`config.mk`:
```
export PLATFORM = sky130hd
export DESIGN_NAME = wiorm_div
export DESIGN_NICKNAME = d
export VERILOG_FILES = /design/src/wiorm_pkg.sv /design/src/wiorm_div.sv
export SDC_FILE = /design/constraint.sdc
export NUM_CORES = 1
export LEC_CHECK = 0
export ABC_AREA = 1
export BUFFER_PORTS_ARGS = -buffer_cell sky130_fd_sc_hd__buf_2
export CAP_MARGIN = 40
export CORE_ASPECT_RATIO = 1.25
export CORE_MARGIN = 5
export CORE_UTILIZATION = 51
export DETAILED_ROUTE_END_ITERATION = 16
export GPL_TIMING_DRIVEN = 0
export PLACE_DENSITY = 0.74
export SYNTH_ARGS = -nofsm -noshare
export SYNTH_HDL_FRONTEND = slang
export SYNTH_SLANG_ARGS = --single-unit
```
`constraint.sdc`:
```
create_clock -name clk -period 3.85 [get_ports clk]
set_clock_uncertainty 0.05 [all_clocks]
set_input_delay 0.5775 -clock clk [delete_from_list [all_inputs] [get_ports clk]]
set_output_delay 0.5775 -clock clk [all_outputs]
set_load 0.02 [all_outputs]
```
`src/wiorm_pkg.sv`:
```
package wiorm_pkg;

	localparam int unsigned DEF_HISTORY_DEPTH  = 1024;
	localparam int unsigned DEF_RATE_FRAC_BITS = 16;

	localparam int unsigned NUM_COUNTERS = 6;
	localparam int unsigned NUM_WINDOWS  = 3;
	localparam int unsigned CNT_W        = 64;
	localparam int unsigned TIME_W       = 32;
	localparam int unsigned WIN_W        = 16;
	localparam int unsigned CFG_IDX_W    = 2;

	localparam logic [WIN_W-1:0] SHORT_WIN_RESET = 16'd60;
	localparam logic [WIN_W-1:0] MID_WIN_RESET   = 16'd300;
	localparam logic [WIN_W-1:0] LONG_WIN_RESET  = 16'd900;

	typedef enum logic [CFG_IDX_W-1:0] {
		CFG_SHORT_WINDOW = 2'd0,
		CFG_MID_WINDOW   = 2'd1,
		CFG_LONG_WINDOW  = 2'd2,
		CFG_UNUSED       = 2'd3
	} cfg_index_t;

	typedef enum logic [1:0] {
		WIN_SHORT = 2'd0,
		WIN_MID   = 2'd1,
		WIN_LONG  = 2'd2,
		WIN_NONE  = 2'd3
	} window_id_t;

	typedef struct packed {
		logic [TIME_W-1:0] timestamp;
		logic [CNT_W-1:0]  read_sectors;
		logic [CNT_W-1:0]  read_ops;
		logic [CNT_W-1:0]  read_bytes;
		logic [CNT_W-1:0]  write_sectors;
		logic [CNT_W-1:0]  write_ops;
		logic [CNT_W-1:0]  write_bytes;
	} in_item_t;

	typedef struct packed {
		logic [1:0]       window_id;
		logic [CNT_W-1:0] read_sector_rate;
		logic [CNT_W-1:0] read_op_rate;
		logic [CNT_W-1:0] read_byte_rate;
		logic [CNT_W-1:0] write_sector_rate;
		logic [CNT_W-1:0] write_op_rate;
		logic [CNT_W-1:0] write_byte_rate;
		logic             last;
	} out_item_t;

endpackage

```
`src/wiorm_div.sv`:
```
module wiorm_div #(
	parameter int unsigned QW = 80
) (
	input  logic                           clk,
	input  logic                           arst_n,
	input  logic                           start,
	input  logic [QW-1:0]                  dividend,
	input  logic [wiorm_pkg::TIME_W-1:0]   divisor,
	output logic                           done,
	output logic [QW-1:0]                  quotient
);

	localparam int unsigned TW = wiorm_pkg::TIME_W;
	localparam int unsigned CW = $clog2(QW);

	logic          busy_q;
	logic          done_q;
	logic [CW-1:0] cnt_q;
	logic [QW-1:0] dvd_q;
	logic [QW-1:0] quo_q;
	logic [TW-1:0] rem_q;
	logic [TW-1:0] dsr_q;
	logic [TW:0]   trial;
	logic          fits;

	// one quotient bit per cycle, restoring
	assign trial = {rem_q, dvd_q[QW-1]};
	assign fits  = trial >= {1'b0, dsr_q};

	always_ff @(posedge clk or negedge arst_n) begin
		if (!arst_n) begin
			busy_q <= 1'b0;
			done_q <= 1'b0;
			cnt_q  <= '0;
		end else begin
			done_q <= 1'b0;
			if (start) begin
				busy_q <= 1'b1;
				cnt_q  <= '0;
			end else if (busy_q) begin
				cnt_q <= cnt_q + 1'b1;
				if (cnt_q == CW'(QW - 1)) begin
					busy_q <= 1'b0;
					done_q <= 1'b1;
				end
			end
		end
	end

	always_ff @(posedge clk) begin
		if (start) begin
			dvd_q <= dividend;
			dsr_q <= divisor;
			rem_q <= '0;
			quo_q <= '0;
		end else if (busy_q) begin
			dvd_q <= {dvd_q[QW-2:0], 1'b0};
			quo_q <= {quo_q[QW-2:0], fits};
			rem_q <= fits ? TW'(trial - {1'b0, dsr_q}) : trial[TW-1:0];
		end
	end

	assign done     = done_q;
	assign quotient = quo_q;

	a_no_restart: assert property (@(posedge clk) disable iff (!arst_n)
		start |-> !busy_q) else $error("divider restarted while busy");

	a_done_after_busy: assert property (@(posedge clk) disable iff (!arst_n)
		done_q |-> $past(busy_q) && !busy_q) else $error("done without run");

	a_divisor_nonzero: assert property (@(posedge clk) disable iff (!arst_n)
		start |-> divisor != '0) else $error("division by zero started");

endmodule

```
==> reports/qor.csv, run 1 <==
metric,value,unit
grt_pass1_vias,9755,
initial_antenna_violation_count,3,
gp_routability_congestion,0.9303,
r2r.worst_path.cells,16,
ir_worst_vdd,0.0004288,V
finalMaxSlewViolations,0,
synth_cells,1456,
total_of_buffers_placed_on_input_and_output_ports,195,
drt-vias-per-instance,4.925,
dr_iter_0_viols,449,
power,5795,µW
power_per_cell_area,423.3,mW/mm²
cellLeakagePower,0.006906,µW
cts_buffers,24,
cts_post_setup_buffers_inserted,0,
worstPathRequired,3.98,ns
synth_xor_area_share,1.060,%
synthAdderAreaFrac,3.741,%
combined_area_of_all_synthesized_cells,0.01157,mm²
floorplan.io_pins,196,
num_rows,61,
outcome,"finished, final reports clean",
cts.reportedPaths.clkPinSlew,0.06,ns
drt_pre_antenna_iters,5,
netlist_top_cells_count,"sky130_fd_sc_hd__nand2_1 (528), sky130_fd_sc_hd__inv_1 (253), sky130_fd_sc_hd__dfxtp_1 (112), sky130_fd_sc_hd__edfxtp_1 (112), sky130_fd_sc_hd__o22ai_1 (77)",
area.growth.synth_to_final,18.32,%
tightestPinTransition,0.8805,ns
cell_with_the_largest_stage_delay_on_the_worst_path,sky130_fd_sc_hd__buf_2,
post_layout_nonfiller_instances,1980,
postRouteWirelength,28670,µm
report.final.setup_viol,0,
maxCapViolCount,0,
grt_remaining_overflow,0,
synth.avg_cell_area,7.947,µm²
tritoncts,yes,
synth_area_leader_cell,sky130_fd_sc_hd__edfxtp_1,
time_the_final_worst_path_needs_with_i_o_delays_and_setup,2.959,ns
global_route.usage.total,22.35,%
finalSetupTns,0,ns
ctsLongestPathBuffers,3,
grt_start_max_net_pins,61,
slew-limit-headroom,41.30,%
floorplan.initialDensity,51.92,%
async_flop_share,3.863,%
grt_first_pass_wirelength,46500,µm
yosys.area.top_type_share,29.07,%
die_area,0.02582,mm²
cts-resized-gates,0,
fin_nets,1828,
timing.final.hold_violations,0,
arrival,3.09,ns
grt_setup_unrepaired,no,
ant_nets,0,
drt_drc_violations_left,0,
synth_enable_flop_cells,112,
mux_share_of_post_synthesis_cell_area,0,%
reg2reg_slack,1.35,ns
dp.cells,1935,
routed-via-count,9751,
end_kind,register,
dp.final_hpwl,22310,µm
cts_root_buf,sky130_fd_sc_hd__clkbuf_16,
peak_fanout_along_the_critical_path,60,
worstHoldPathCells,1,
mappedNetlistNets,1605,
synth_warnings,0,
yosysUniqueCellTypes,40,
drive_above_1_share,17.38,%
area_share_of_and_or_nand_nor_cells_after_synthesis,27.61,%
main_combinational_cell_family_by_area_after_synthesis,simple AND/OR/NAND/NOR gates,
synth_area_leaders,"sky130_fd_sc_hd__edfxtp_1 (29%), sky130_fd_sc_hd__dfxtp_1 (19%), sky130_fd_sc_hd__nand2_1 (17%)",
critPathLaunchType,primary input,
compound_cell_area_share_of_the_yosys_netlist,6.423,%
clk_latency,0.53,ns
synthMostInstantiatedCell,sky130_fd_sc_hd__nand2_1,
crit_path_max_incr_delay,0.66,ns
kind_of_cell_with_the_highest_combined_delay_on_the_critical_path,buffers and inverters,
sequential_to_total_area_share_from_yosys_stat,50.39,%
rr_startpoint,dvd_q[79]$_DFFE_PP_,
htreeDepth,1,
cp_cell_sequence,buf_2 -> clkbuf_1 -> nor2_1 -> inv_2 -> clkbuf_4 -> buf_16,
clock.fmax,0.3380,GHz
worst_r2r_endpoint,rem_q[28]$_SDFFE_PP0P_,
n_antenna_cell,0,
synth-seq-cells,233,
holdCritStartpoint,divisor[7],
crit_path_class,in -> reg,
crit_buf_inv,5,
dominantRegCellSynth,sky130_fd_sc_hd__edfxtp_1,
route.detailed.wl_per_inst,14.48,µm
cts_num_sinks,233,
die_y,178.4,µm
core_area,0.02229,mm²
final_min_period_over_clock_period,76.85,%
timing.hold.worst_endpoint,dsr_q[7]$_DFFE_PP_,
die_w,144.7,µm
hp-class,in -> reg,
==> cell usage in the layout, fill, tap and decap left out, drive strengths merged <==
cell / count
and2: 1
ha: 33
nor2: 67
nand4: 29
edfxtp: 112
clkinv: 9
xor2: 13
fa: 1
nand2: 537
dlygate4sd3: 1
a22o: 1
o211ai: 2
xnor2: 1
buf: 213
clkinvlp: 1
o22ai: 77
bufinv: 1
or2: 6
nor3: 9
o21ai: 20
and3: 1
dfrtp: 9
o21bai: 3
nand3b: 2
a21oi: 20
dfxtp: 112
clkbuf: 71
nand3: 87
inv: 257
a21o: 1
==> worst max path at each step <==
stage	from	end	slack (ns)	cells after the start
after global placement	start	dvd_q[45]$_DFFE_PP_	-0.47	5
after detailed placement	start	dvd_q[46]$_DFFE_PP_	0.33	6
after CTS	start	dvd_q[46]$_DFFE_PP_	0.87	6
after global routing	start	dvd_q[46]$_DFFE_PP_	0.72	6
final	start	dvd_q[55]$_DFFE_PP_	0.89	6
after floorplan	start	dvd_q[0]$_SDFFCE_PN0P_	1.20	4
==> worst register-to-register path, cell delays in order, from the launching register on <==
cell                       delay [ns]
sky130_fd_sc_hd__edfxtp_1        0.32
sky130_fd_sc_hd__inv_1           0.05
sky130_fd_sc_hd__ha_1            0.22
sky130_fd_sc_hd__fa_1            0.43
sky130_fd_sc_hd__inv_1           0.13
sky130_fd_sc_hd__nand2_1         0.06
sky130_fd_sc_hd__nand2_1         0.07
sky130_fd_sc_hd__nand3_1         0.06
sky130_fd_sc_hd__nand2_1         0.25
sky130_fd_sc_hd__nand2_1         0.08
sky130_fd_sc_hd__nand2_1         0.13
sky130_fd_sc_hd__nand2_1         0.13
sky130_fd_sc_hd__nand2_1         0.10
sky130_fd_sc_hd__nand2_1         0.05
sky130_fd_sc_hd__nand2_1         0.05
sky130_fd_sc_hd__nor2_1          0.03
sky130_fd_sc_hd__o21ai_0         0.18
==> cell families after synthesis <==
family	after synthesis
fa+ha+maj	34
flops	233
compound gates	124
xor+xnor	14
buf+inv	312
simple gates	739
==> report_power, final <==
part / internal (µW) / switching (µW) / leakage, µW
Combinational: 296 / 508 / 0.00433
Sequential: 2750 / 54.0 / 0.00221
Clock: 1270 / 925 / 0.000360
==> metal layers <==
| layer | wire (µm) | track usage (%) | vias to the layer above |
|---|---|---|---|
| met5 | 37 | 0 | - |
| met4 | 848 | 7.582 | 6 |
| met3 | 1750 | 5.095 | 64 |
| met2 | 14380 | 40.19 | 244 |
| met1 | 11660 | 26.00 | 4373 |
| li1 | - | - | 5064 |
==> registers in the layout (all words and copies together) (netlist names) <==
register  flops
dvd_q        80
done          1
dsr_q        32
busy_q        1
rem_q        32
cnt_q         7
quotient     80
==> area by class of cell <==
type                       count  area (µm²)
clock buffer                  34       659.4
clock inverter                10       88.84
multi-input combinational    911        4493
timing repair buffer         197        1013
tap                          283       354.1
buffer                        54       282.8
sequential                   233        5831
inverter                     258       968.4
fill                        2061        8596
==> metrics by stage <==
| stage | cell area [µm²] | hold slack, ns | utilization [%] | setup slack [ns] |
|---|---|---|---|---|
| floorplan | 11570 | 0.2319 | - | 1.204 |
| global placement | 12900 | 0.3883 | 57.89 | -0.4703 |
| detailed placement | 12930 | 0.3918 | 58.03 | 0.3254 |
| CTS | 13690 | 0.1513 | 61.43 | 0.8724 |
| global route | 13690 | 0.1502 | 61.43 | 0.7184 |
| finish | 13690 | 0.1643 | 61.43 | 0.8912 |
==> timing repair <==
item                                   CTS  global route
endpoints found under the hold margin    9             0
setup endpoints to repair                0             0
hold buffers                             1             0
(Power assumes the default switching activity.)
==> run 2: changes to the inputs <==
Clock period 3.85 ns to 2.6 ns, I/O delays scaled along.
==> run 2 against run 1 <==
Effect of this change:
- non-clock buffer count rose by 29
- wire length rose by 0.58%
- power rose by 49%
- sequential share of layout area fell by 0.92 points
- largest cell class unchanged
- highest routed layer is now met4
==> reports/qor.csv, run 2 (same netlist as run 1, synthesis figures left out) <==
metric,value,unit
clock.fmax,0.4260,GHz
layout_common_cells,"sky130_fd_sc_hd__nand2_1 (527), sky130_fd_sc_hd__inv_1 (253), sky130_fd_sc_hd__buf_2 (201)",
dr_iter_0_viols,460,
end_kind,register,
grt_pass1_vias,9855,
maxCapViolCount,0,
tritoncts,yes,
worstPathRequired,3.02,ns
critPathLaunchType,register,
layout.filler_cells,2032,
peak_fanout_along_the_critical_path,10,
finish.utilization,62.78,%
drt_drc_violations_left,0,
fin_ws,0.2527,ns
drt_pre_antenna_iters,5,
postRouteWirelength,28840,µm
report.final.setup_viol,0,
dp_slack,-0.7371,ns
core_area,0.02229,mm²
cts_root_buf,sky130_fd_sc_hd__clkbuf_16,
power.sequential.fraction,48.1,%
clk_latency,0.54,ns
internal_power,6409,µW
slew-limit-headroom,56.83,%
switching_share,25.70,%
die_w,144.7,µm
postPlaceCellArea,0.01293,mm²
floorplan.initialDensity,51.92,%
final_min_period_over_clock_period,90.28,%
finalSetupTns,0,ns
dp.final_hpwl,22310,µm
die_y,178.4,µm
ir_worst_vdd,0.0006353,V
multi_input_area,0.004501,mm²
power,8625,µW
hp-class,in -> reg,
reg2reg_slack,0.25,ns
crit_path_class,reg -> reg,
fin_nets,1857,
outcome,"finished, final reports clean",
drt-vias-per-instance,4.914,
net_sw_power,2217,µW
grt_first_pass_wirelength,46760,µm
comb_power_share,14.3,%
global_route.usage.total,22.44,%
initial_antenna_violation_count,0,
grt_start_max_net_pins,61,
routed-via-count,9872,
cellLeakagePower,0.007032,µW
cts_num_sinks,233,
power_per_cell_area,616.4,mW/mm²
grt_remaining_overflow,0,
cts_buffers,24,
share_of_total_power_in_the_clock_network,37.7,%
tightestPinTransition,0.6475,ns
n_antenna_cell,0,
gp_routability_congestion,0.9303,
cts_post_setup_buffers_inserted,0,
time_the_final_worst_path_needs_with_i_o_delays_and_setup,2.347,ns
seqCellArea,0.005831,mm²
timing.final.hold_violations,0,
ctsLongestPathBuffers,3,
fin_area,0.01399,mm²
ant_nets,0,
drive_above_1_share,17.21,%
arrival,2.77,ns
layout_commonest_cell,sky130_fd_sc_hd__nand2_1,
route.detailed.wl_per_inst,14.36,µm
grt_setup_unrepaired,no,
die_area,0.02582,mm²
htreeDepth,1,
num_rows,61,
total_of_buffers_placed_on_input_and_output_ports,195,
floorplan.io_pins,196,
finalMaxSlewViolations,0,
cts.reportedPaths.clkPinSlew,0.06,ns
area.growth.synth_to_final,20.92,%
run 2: cell types whose count changed in the layout (fill, tap and decap cells not counted):
cell / previous run / this run
sky130_fd_sc_hd__buf_2: 202 / 201
sky130_fd_sc_hd__clkbuf_2: 0 / 1
sky130_fd_sc_hd__nand2_1: 528 / 527
sky130_fd_sc_hd__o21ai_1: 2 / 3
sky130_fd_sc_hd__buf_4: 5 / 6
sky130_fd_sc_hd__dlygate4sd3_1: 1 / 30
sky130_fd_sc_hd__nand2_4: 2 / 3
sky130_fd_sc_hd__o21ai_0: 18 / 17
sky130_fd_sc_hd__clkbuf_1: 45 / 44
run 2: layout make-up:
type	count	area share, %
Timing Repair Buffer	226	9.336
Inverter	258	6.921
Multi-Input combinational cell	911	32.16
Clock inverter	10	0.6349
Buffer	54	2.030
Clock buffer	34	4.712
Tap cell	283	2.531
Sequential cell	233	41.67
run 2: final timing paths:
kind | from | to | depth (start not counted)
max | dsr_q[8]$_DFFE_PP_ | rem_q[13]$_SDFFE_PP0P_ | 14
min | divisor[29] | dsr_q[29]$_DFFE_PP_ | 1
max reg2reg | dsr_q[8]$_DFFE_PP_ | rem_q[13]$_SDFFE_PP0P_ | 14
min reg2reg | quotient[79]$_SDFFE_PP0P_ | quotient[79]$_SDFFE_PP0P_ | 2
max in group asynchronous | arst_n | cnt_q[5]$_DFFE_PN0P_ | 2
min in group asynchronous | arst_n | done$_DFF_PN0_ | 2
run 2: through the flow:
step / cells / hold WS [ns]
after floorplan: 1456 / 0.04441
after global placement: 1934 / 0.2024
final: 2009 / 0.02089
after detailed placement: 1935 / 0.2043
after CTS: 2008 / 0.002229
after global routing: 2009 / 0.003891
run 2: worst max-delay path: stages, from the launching register on:
cell and delay [ns]:
sky130_fd_sc_hd__edfxtp_1 0.36, sky130_fd_sc_hd__inv_1 0.07, sky130_fd_sc_hd__ha_1 0.28, sky130_fd_sc_hd__nand2_2 0.14, sky130_fd_sc_hd__inv_2 0.04, sky130_fd_sc_hd__a21oi_2 0.18
sky130_fd_sc_hd__nand3_2 0.15, sky130_fd_sc_hd__nand2_2 0.13, sky130_fd_sc_hd__nand2_2 0.10, sky130_fd_sc_hd__nand2_4 0.11, sky130_fd_sc_hd__buf_2 0.29, sky130_fd_sc_hd__nand4_1 0.14
sky130_fd_sc_hd__nand3_1 0.13, sky130_fd_sc_hd__nand2_1 0.06, sky130_fd_sc_hd__inv_1 0.05
run 2: power by group through the flow:
stage | combinational [µW] | sequential (µW) | clock (µW)
2_1_floorplan | 851 | 4200 | 0
3_3_place_gp | 1170 | 4220 | 0
3_5_place_dp | 1190 | 4220 | 0
4_1_cts | 1230 | 4150 | 3310
5_1_grt | 1400 | 4160 | 3470
6_report | 1230 | 4150 | 3250
run 2: timing repair:
action                                  CTS  global route
endpoints found under the setup margin   60            58
hold buffers                             29             1
hold endpoints to repair                 37             1
gates resized for setup                   1             5
pin swaps                                 0             1
run 2: routing by layer:
metal	global-route usage (%)	vias to the layer above	wire (µm)
met5	0	-	0
met4	7.659	0	877
met3	4.747	63	1830
met2	40.40	264	14410
met1	26.27	4421	11720
li1	-	5124	-
==> run 3: changes to the inputs <==
Settings changed: BUFFER_PORTS_ARGS -buffer_cell sky130_fd_sc_hd__buf_2 to default, CORE_UTILIZATION 51 to 55, DONT_BUFFER_PORTS from default to 1, PLACE_DENSITY 0.74 to 0.71.
==> run 3 against run 2 <==
Effect of this change:
- combinational power decreased by 5%
- sequential share of layout area increased by 2.4 points
- critical path type unchanged
- count of clock-buffer cells in the layout increased by 4
- die area decreased by 6.8%
- worst setup slack got worse by 0.089 ns
- global-route usage increased by 0.88 points
- cell count decreased by 9.3%
- final area decreased by 5.4%
==> reports/qor.csv, run 3 (same netlist as run 1, synthesis figures left out) <==
metric,value,unit
cts.reportedPaths.clkPinSlew,0.06,ns
floorplan.io_pins,196,
dr_iter_0_viols,443,
time_the_final_worst_path_needs_with_i_o_delays_and_setup,2.437,ns
grt_pass1_vias,9321,
drt_drc_violations_left,0,
gp_routability_congestion,0.9662,
crit_path_max_incr_delay,0.42,ns
ir_worst_vdd,0.0006348,V
initial_antenna_violation_count,0,
reg2reg_slack,0.16,ns
clk_latency,0.52,ns
global_route.usage.total,23.33,%
drive_above_1_share,6.779,%
rr_startpoint,dvd_q[79]$_DFFE_PP_,
crit_path_frequent_cell,sky130_fd_sc_hd__nand2_1,
postPlaceCellArea,0.01195,mm²
ctsLongestPathBuffers,3,
floorplan.initialDensity,55.78,%
cp_cell_sequence,inv_1 -> ha_1 -> fa_1 -> inv_1 -> nand2_1 -> nand2_1 -> nand3_1 -> nand2_1 -> nand2_1 -> nand2_1 -> nand2_1 -> nand2_1 -> nand2_1 -> nand2_1 -> nor2_1 -> o21ai_0,
drt-vias-per-instance,5.142,
route.detailed.wl_per_inst,15.75,µm
fin_nets,1680,
crit_path_class,reg -> reg,
finish.utilization,63.83,%
end_kind,register,
dp.final_hpwl,21470,µm
cts-resized-gates,0,
postRouteWirelength,28710,µm
cts_hold_buffers,44,
layout_common_cells,"sky130_fd_sc_hd__nand2_1 (528), sky130_fd_sc_hd__inv_1 (253), sky130_fd_sc_hd__edfxtp_1 (112), sky130_fd_sc_hd__dfxtp_1 (112), sky130_fd_sc_hd__o22ai_1 (77)",
layout_commonest_cell,sky130_fd_sc_hd__nand2_1,
n_antenna_cell,0,
die_area,0.02406,mm²
num_rows,59,
slew-limit-headroom,56.78,%
cellLeakagePower,0.006230,µW
worstPathRequired,2.99,ns
maxCapViolCount,0,
grt_start_max_net_pins,67,
outcome,"finished, final reports clean",
arrival,2.82,ns
clock.fmax,0.4104,GHz
drt_pre_antenna_iters,5,
tritoncts,yes,
worstHoldPathCells,2,
crit_start,dvd_q[79]$_DFFE_PP_,
cts_buffers,24,
critPathLaunchType,register,
timing.hold.worst_endpoint,dvd_q[13]$_DFFE_PP_,
peak_fanout_along_the_critical_path,4,
finalMaxSlewViolations,0,
core_area,0.02074,mm²
holdWs,0.01305,ns
timing.final.hold_violations,0,
ant_nets,0,
hp-class,in -> reg,
cts_num_sinks,233,
power_per_cell_area,658.6,mW/mm²
die_y,172.2,µm
die_w,139.7,µm
grt_setup_unrepaired,no,
grt_remaining_overflow,0,
fin_area,0.01324,mm²
holdCritStartpoint,dividend[13],
r2r.worst_path.cells,16,
final_min_period_over_clock_period,93.72,%
cell_with_the_largest_stage_delay_on_the_worst_path,sky130_fd_sc_hd__fa_1,
worst_r2r_endpoint,rem_q[28]$_SDFFE_PP0P_,
routed-via-count,9373,
total_of_buffers_placed_on_input_and_output_ports,0,
area.growth.synth_to_final,14.42,%
htreeDepth,1,
cts_post_setup_buffers_inserted,0,
tightestPinTransition,0.6484,ns
grt_first_pass_wirelength,46110,µm
cts_root_buf,sky130_fd_sc_hd__clkbuf_16,
report.final.setup_viol,0,
==> run 3: changes by cell type in the layout (fill, tap and decap cells not counted), sizes merged <==
cell	delta
buf	-194
clkbuf	+4
bufinv	-1
dlygate4sd3	+17
clkinv	-4
clkinvlp	+1
==> run 3: final cells by class <==
cell class,count,area (µm²)
fillers,1847,7503
flip-flops and latches,233,5831
multi-input cells,911,4493
inverters,258,968.4
clock buffers,38,747.0
repair buffers,49,518.0
well taps,274,342.8
plain buffers,54,282.8
clock inverters,6,57.56
==> run 3: stage by stage <==
step                power (µW)  instances  setup WS, ns  TNS, ns
global placement          5291       1730       -0.8041   -70.17
CTS                       8780       1819        0.1818        0
global route              9127       1823       0.02286        0
floorplan                 5053       1456        0.1418        0
finish                    8720       1823        0.1633        0
detailed placement        5313       1731        0.1195        0
==> run 3: worst max-delay path by stage <==
stage,depth (start not counted),slack (ns),to
final,16,0.16,rem_q[28]$_SDFFE_PP0P_
after detailed placement,5,0.12,dvd_q[59]$_DFFE_PP_
after global placement,4,-0.80,dvd_q[64]$_DFFE_PP_
after CTS,16,0.18,rem_q[28]$_SDFFE_PP0P_
after global routing,14,0.02,rem_q[4]$_SDFFE_PP0P_
after floorplan,4,0.14,dvd_q[0]$_SDFFCE_PN0P_
==> run 3: per-layer routing <==
layer / global-route usage, % / up-vias / part of all wire [%]
met5: 0 / - / 0
met3: 5.477 / 77 / 5.9
met1: 26.61 / 4269 / 40
met4: 9.229 / 0 / 3.9
li1: - / 4783 / -
met2: 42.41 / 244 / 51
==> run 3: where the power goes <==
group          switching [µW]  leakage [µW]  internal, µW
Sequential               85.0       0.00221          4060
Clock                    1410      0.000386          1990
Combinational             744       0.00363           428
==> run 3: worst max-delay path, delay by kind of cell (launching register included) <==
family / cells / cell delay [ns]
simple gates: 11 / 1.00
fa+ha+maj: 2 / 0.65
flops: 1 / 0.32
buf+inv: 2 / 0.18
compound gates: 1 / 0.15
